<file path="src/rtl/cst_pkg.sv">
// Shared types and constants for the client slot table with idle timeout.
// Holds the request and result structs, op, status and command codes.
// No dependencies; every other file in rtl/ except cst_ram.sv uses this package.
`default_nettype none

package cst_pkg;

    localparam int SLOTS       = 32;
    localparam int SLOT_W      = (SLOTS > 1) ? $clog2(SLOTS) : 1;
    localparam int MAX_RESULTS = 32;
    localparam int CNT_W       = $clog2(MAX_RESULTS + 1);
    localparam int KEY_W       = 48;
    localparam int TIME_W      = 64;
    localparam int CFG_W       = 32;
    localparam int OP_W        = 3;
    localparam int SEL_W       = 5;
    localparam int OUT_SLOT_W  = 5;
    localparam int QDEPTH      = 2;
    localparam int QPTR_W      = (QDEPTH > 1) ? $clog2(QDEPTH) : 1;
    localparam int QCNT_W      = $clog2(QDEPTH + 1);

    localparam logic [CFG_W-1:0] IDLE_TIMEOUT_RESET   = 32'd30000;
    localparam logic [CFG_W-1:0] SWEEP_INTERVAL_RESET = 32'd60000;

    localparam logic [0:0] CFG_IDLE_TIMEOUT   = 1'd0;
    localparam logic [0:0] CFG_SWEEP_INTERVAL = 1'd1;

    localparam logic [OP_W-1:0] OP_LOOKUP      = 3'd0;
    localparam logic [OP_W-1:0] OP_ALLOC       = 3'd1;
    localparam logic [OP_W-1:0] OP_SWEEP       = 3'd2;
    localparam logic [OP_W-1:0] OP_RELEASE     = 3'd3;
    localparam logic [OP_W-1:0] OP_RELEASE_ALL = 3'd4;

    typedef enum logic [2:0] {
        ST_HIT      = 3'd0,
        ST_MISS     = 3'd1,
        ST_ALLOC    = 3'd2,
        ST_FULL     = 3'd3,
        ST_RELEASED = 3'd4,
        ST_EXPIRED  = 3'd5,
        ST_NONE     = 3'd6,
        ST_SKIPPED  = 3'd7
    } status_t;

    typedef enum logic [2:0] {
        CMD_LOOKUP,
        CMD_ALLOC,
        CMD_SWEEP,
        CMD_RELEASE,
        CMD_RELEASE_ALL,
        CMD_NONE
    } cmd_kind_t;

    typedef struct packed {
        logic [OP_W-1:0]   op;
        logic [KEY_W-1:0]  peer_key;
        logic [SEL_W-1:0]  slot_select;
        logic [TIME_W-1:0] now_ticks;
    } in_t;

    typedef struct packed {
        status_t               status;
        logic [OUT_SLOT_W-1:0] slot_index;
        logic                  last_result;
    } out_t;

    typedef struct packed {
        cmd_kind_t         kind;
        logic [KEY_W-1:0]  key;
        logic [SLOT_W-1:0] sel;
        logic [TIME_W-1:0] now;
    } cmd_t;

endpackage

`default_nettype wire

</file>
<file path="src/rtl/cst_cmd_queue.sv">
// Short command queue between front end and back end.
// Lets either side stall on its own. Uses cst_pkg.
`default_nettype none

module cst_cmd_queue (
    input  wire logic          clk,
    input  wire logic          rst_n,
    input  wire logic          push_valid,
    output      logic          push_ready,
    input  wire cst_pkg::cmd_t push_cmd,
    output      logic          pop_valid,
    input  wire logic          pop_ready,
    output      cst_pkg::cmd_t pop_cmd
);

    localparam int PW = cst_pkg::QPTR_W;
    localparam int CW = cst_pkg::QCNT_W;

    cst_pkg::cmd_t    mem_reg [cst_pkg::QDEPTH];
    logic [PW-1:0]    wr_ptr_reg;
    logic [PW-1:0]    rd_ptr_reg;
    logic [CW-1:0]    count_reg;
    logic             do_push;
    logic             do_pop;

    assign push_ready = (count_reg != CW'(cst_pkg::QDEPTH));
    assign pop_valid  = (count_reg != '0);
    assign pop_cmd    = mem_reg[rd_ptr_reg];
    assign do_push    = push_valid && push_ready;
    assign do_pop     = pop_valid && pop_ready;

    always_ff @(posedge clk)
    begin
        if (do_push)
        begin
            mem_reg[wr_ptr_reg] <= push_cmd;
        end
    end

    always_ff @(posedge clk or negedge rst_n)
    begin
        if (!rst_n)
        begin
            wr_ptr_reg <= '0;
            rd_ptr_reg <= '0;
            count_reg  <= '0;
        end
        else
        begin
            if (do_push)
            begin
                wr_ptr_reg <= (wr_ptr_reg == PW'(cst_pkg::QDEPTH - 1)) ? '0
                                                                      : wr_ptr_reg + PW'(1);
            end
            if (do_pop)
            begin
                rd_ptr_reg <= (rd_ptr_reg == PW'(cst_pkg::QDEPTH - 1)) ? '0
                                                                      : rd_ptr_reg + PW'(1);
            end
            if (do_push && !do_pop)
            begin
                count_reg <= count_reg + CW'(1);
            end
            else if (do_pop && !do_push)
            begin
                count_reg <= count_reg - CW'(1);
            end
        end
    end

endmodule

`default_nettype wire

</file>
<file path="config.mk">
export PLATFORM = sky130hd
export DESIGN_NAME = cst_cmd_queue
export DESIGN_NICKNAME = d
export VERILOG_FILES = /design/src/rtl/cst_pkg.sv /design/src/rtl/cst_cmd_queue.sv
export SDC_FILE = /design/constraint.sdc
export NUM_CORES = 1
export LEC_CHECK = 0
export BUFFER_PORTS_ARGS = -buffer_cell sky130_fd_sc_hd__buf_2
export CAP_MARGIN = 20
export CORE_UTILIZATION = 40
export CTS_CLUSTER_DIAMETER = 50
export CTS_CLUSTER_SIZE = 14
export DETAILED_ROUTE_END_ITERATION = 8
export HOLD_SLACK_MARGIN = 0.02
export PLACE_DENSITY = 0.66
export SYNTH_ARGS = -nofsm -noshare
export SYNTH_HDL_FRONTEND = slang
export SYNTH_SLANG_ARGS = --single-unit
</file>
<file path="constraint.sdc">
create_clock -name clk -period 8.6 [get_ports clk]
set_clock_uncertainty 0.15 [all_clocks]
set_input_delay 0.86 -clock clk [delete_from_list [all_inputs] [get_ports clk]]
set_output_delay 0.86 -clock clk [all_outputs]
set_load 0.05 [all_outputs]
</file>
==> Word level (Yosys, flattened, before mapping) <==
Memories as Yosys holds them, arrays and structs flattened.
Index checks and enable logic that the tools add are counted.
Widths: inputs -> output; s select.
{ "word_totals": {"mem_count": 1, "word_cells": 23, "output_inout_bits": 122, "ram_bits": 240, "ff_bits": 4} }
{ "memory_table": {"columns": ["name", "depth", "width", "rd", "rd_ports_with_merged_regs", "write_ports", "line_no", "source"], "rows": [
  ["mem_reg", 2, 120, 1, 0, 1, "cst_cmd_queue.sv:19", "cst_pkg::cmd_t mem_reg [cst_pkg::QDEPTH];"]
]} }
{ "classes": {"eq_ne": 1, "reduce_logical": 8, "addsub": 4, "n_mux": 6} }
{ "ops": {"columns": ["op", "n"], "rows": [
  ["$logic_and 1x1->1", 4],
  ["$mux 1", 4],
  ["$mux 2", 2],
  ["$reduce_bool 2->1", 2],
  ["$add 1x1->1 const B", 2],
  ["$add 2x1->2 const B", 1],
  ["$logic_not 1->1", 2],
  ["$ne 2x2->1 const B", 1],
  ["$sub 2x1->2 const B", 1]
]} }

==> Logic depth before layout (Yosys ltp) <==
{ "logic_depth": {"word_depth": 6, "ltp_mapped": 7, "ltp_nobuf": 7} }

==> Least setup slack after synthesis <==
OpenSTA, ideal clock, no wires.
{ "synth_path": {"path_kind": "register to register", "startpoint": "reg count_reg[0]", "endpoint": "mem mem_reg[0][0] in the netlist's numbering, enable pin", "path_stages_with_launch": 4, "arrival_time_ps": 6059, "slack_ps": 1790, "n_path_buf": 0, "setup_time_ps": 601, "required_ps": 7849, "cell_sequence": "dfrtp_1 nand2b_1 nand2_1 nor2_1"} }
{ "synth_via": {"elab_chain_len": 4} }
{ "synth_rtl": {"columns": ["item", "line_no", "source"], "rows": [
  ["from (decl)", "cst_cmd_queue.sv:22", "logic [CW-1:0] count_reg;"],
  ["from (signal assigned)", "cst_cmd_queue.sv:62", "count_reg <= count_reg + CW'(1);"],
  ["from (signal assigned)", "cst_cmd_queue.sv:66", "count_reg <= count_reg - CW'(1);"],
  ["$ne 2x2->1", "cst_cmd_queue.sv:26", "assign push_ready = (count_reg != CW'(cst_pkg::QDEPTH));"],
  ["net push_ready", "cst_cmd_queue.sv:9", "output logic push_ready,"],
  ["$logic_and 1x1->1", "cst_cmd_queue.sv:29", "assign do_push = push_valid && push_ready;"],
  ["$mux 1", "cst_cmd_queue.sv:34", "if (do_push)"],
  ["$mux 1 (not written as such)", "cst_cmd_queue.sv:36", "mem_reg[wr_ptr_reg] <= push_cmd;"],
  ["to (decl)", "cst_cmd_queue.sv:19", null]
]} }
The timed path passes the listed nets, and every way through them passes these cells.

==> results by group <==
Floorplan
  – # IOs: 246
  – Floorplan die height: around 150 um
  – Die ar.: ~23000 um2
  – Initial Util: approximately two fifths
  – FP Rows: 54
  – Chip Width: 151 um
  – Core area: around 22000 um2

Cells and area
  – Area Growth Syn to Fin: 26.8%
  – Share of layout cells above drive strength 1: 61.6%
  – Nets: 783
  – Max FFs per register: 240
  – Final Cell Area: about 11000 um2

Global route
  – Gr ovfl total: 0
  – Largest net degree at the start of global routing: 83
  – Vias in the first global route: slightly below 5000
  – Aggregate global-route resource usage: approximately 14%
  – Initial antenna violation count: 2
  – Global-route wire length before repair: about 25000 um

Job
  – MaxCap Viol Count: 0

Status
  – Status: finished, final reports clean

STA
  – Tmin final: roughly 3800 ps
  – Fin crit share: between 40% and 50%
  – Fin. max-slew vios: 0
  – Final TNS setup: 0 ps
  – Final Hold Fails: 0
  – Slew HR: 39.4%
  – Worst-Margin Slew: just over 900 ps
  – Top achievable clock speed: between 200 and 300 MHz
  – Final setup violation count: 0
  – RSZ-0062 raised after global routing: false

Drt
  – Wire length per cell: ~18 um
  – Via/cell ratio: around 4.8
  – Post-route DRC: 0
  – Total Wirelength: about 17000 um
  – DRT Pass-1 Iters: 4
  – Routed via count: 4543
  – Routed Antenna Nets: 0
  – DRT iter0 DRCs: approximately 130

Yosys
  – Largest cells by area after synthesis: edfxtp_1, mux2_2, buf_6
  – EDFF count, synth: 240
  – Mapped Cells: slightly below 400
  – Most common cell in the synthesized netlist: edfxtp_1
  – Total number of yosys warnings: 0
  – Mapped Nets: 516
  – Count of cell types in the netlist: 15
  – Synth cell count leaders: edfxtp_1, mux2_2, buf_6, dfrtp_1
  – Post-Syn Area per Cell: about 23 um2
  – Post-synth ARST share: between 1.5 and 2%
  – Ys flop type: edfxtp_1
  – Synth Cell Area: 8880 um2
  – Sequential element share of the synthesized area: between 80% and 90%
  – Synth area leader: edfxtp_1
  – #FFs+latches synth: 244
  – Post-synth top area share: about four fifths

Clock network
  – Clock-pin transition on the worst setup and hold timing paths: 60 ps
  – Root Driver: clkbuf_16
  – Cts bufs inserted: 27
  – Post-cts sizing count: 0
  – Clock buffer depth: 3
  – Skew-Pair Late Insertion Delay: around 520 ps
  – # clock sinks: ~240
  – Htree depth: 1
  – CTS tree: done

Power and ir drop
  – Pwr dens: around 410 nW/um2
  – Worst VDD drop: 0.283 mV
  – Leak: 4.20 nW
  – Design Power: between 4 and 5 mW

Worst setup path
  – Crit Path Max Fanout: 52
  – WS Path Type: flop to output pin
  – Worst setup EP type: output pin
  – Critical Path Start Type: flop
  – CP arrival: between 2000 and 3000 ps
  – Worst EP required: approximately 7600 ps

Place
  – DP Area: ~10000 um2
  – Port Buf Inserts: 245
  – Final GP Congestion: 0.733
  – Post-DP HPWL: between 10000 and 15000 um

Hold path
  – Hold crit path type: flop to flop
where the power goes:
group | leakage [nW] | internal, mW | switching [mW]
Combinational | 1.52 | 0.494 | 1.35
Sequential | 2.28 | 1.63 | 0.0942
Clock | 0.405 | 0.612 | 0.459
Total | 4.20 | 2.74 | 1.91
worst max-delay path: stages (launching register included):
cell,delay (ps)
dfrtp_4,760
buf_4,500
buf_16,300
mux2_2,390
buf_2,210
through the flow:
stage / hold slack [ps] / cells / utilization (%) / setup slack, ps
after floorplan: 306 / 391 / - / 1790
final: 370 / 956 / 51.6 / 4830
after CTS: 347 / 954 / 51.4 / 4570
after global placement: 328 / 907 / 47.5 / 5180
after detailed placement: 358 / 907 / 47.5 / 5140
after global routing: 346 / 955 / 51.6 / 4640
what timing repair did:
action,4_1_cts,5_1_grt
setup buffers,0,0
hold buffers,1,0
hold endpoints to repair,4,0
metal layers:
metal | part of all wire (%) | vias up | track usage [%]
met5 | 0.077 | - | 0
met4 | 1.5 | 2 | 3.80
met3 | 10 | 27 | 5.48
met2 | 51 | 187 | 25.3
met1 | 37 | 2229 | 15.8
li1 | - | 2098 | -
layout make-up:
cell class | instances | area (um2)
clock inverters | 18 | 159
well taps | 280 | 350
repair buffers | 251 | 1290
diodes | 1 | 2.50
fillers | 1797 | 10600
multi-input cells | 133 | 1450
flip-flops and latches | 244 | 7310
inverters | 1 | 3.75
clock buffers | 28 | 679
worst paths after layout:
| check | start | to | slack (ps) | depth (start not counted) |
|---|---|---|---|---|
| max reg2reg | count_reg[0]$_DFFE_PN0P_ | mem_reg[0][116]$_DFFE_PP_ | 5760 | 5 |
| min | count_reg[1]$_DFFE_PN0P_ | count_reg[1]$_DFFE_PN0P_ | 370 | 1 |
| min reg2reg | count_reg[1]$_DFFE_PN0P_ | count_reg[1]$_DFFE_PN0P_ | 370 | 1 |
| min in group asynchronous | rst_n | rd_ptr_reg$_DFFE_PN0P_ | 530 | 2 |
| max in group asynchronous | rst_n | rd_ptr_reg$_DFFE_PN0P_ | 7630 | 2 |
| max | rd_ptr_reg$_DFFE_PN0P_ | pop_cmd[46] | 4830 | 4 |
layout by cell type, fill, tap and decap left out:
cell | netlist | layout
buf_2 | 3 | 245
nand2b_1 | 1 | 1
inv_6 | 0 | 5
clkbuf_1 | 0 | 1
mux2_2 | 120 | 120
clkinv_2 | 0 | 3
dfrtp_1 | 4 | 3
nand2_1 | 2 | 2
xor2_1 | 2 | 2
dlygate4sd3_1 | 0 | 1
ha_1 | 1 | 1
clkinv_8 | 0 | 1
diode_2 | 0 | 1
buf_4 | 1 | 4
inv_1 | 1 | 1
xnor2_1 | 3 | 3
or2_2 | 1 | 1
clkbuf_16 | 0 | 27
nor2_1 | 2 | 1
and3_4 | 0 | 1
nor2_4 | 0 | 1
buf_16 | 0 | 1
inv_8 | 0 | 1
clkinvlp_4 | 0 | 3
bufinv_16 | 0 | 1
clkinv_4 | 0 | 1
dfrtp_4 | 0 | 1
clkinv_1 | 0 | 3
edfxtp_1 | 240 | 240
kinds of logic after synthesis:
group | Yosys count | share of synthesized area, %
flops | 244 | 82.3
simple gates | 7 | 0.381
xor+xnor | 5 | 0.493
fa+ha+maj | 1 | 0.141
buf+inv | 14 | 1.44
mux | 120 | 15.2
Note: power is estimated with default switching activity, not from simulation.
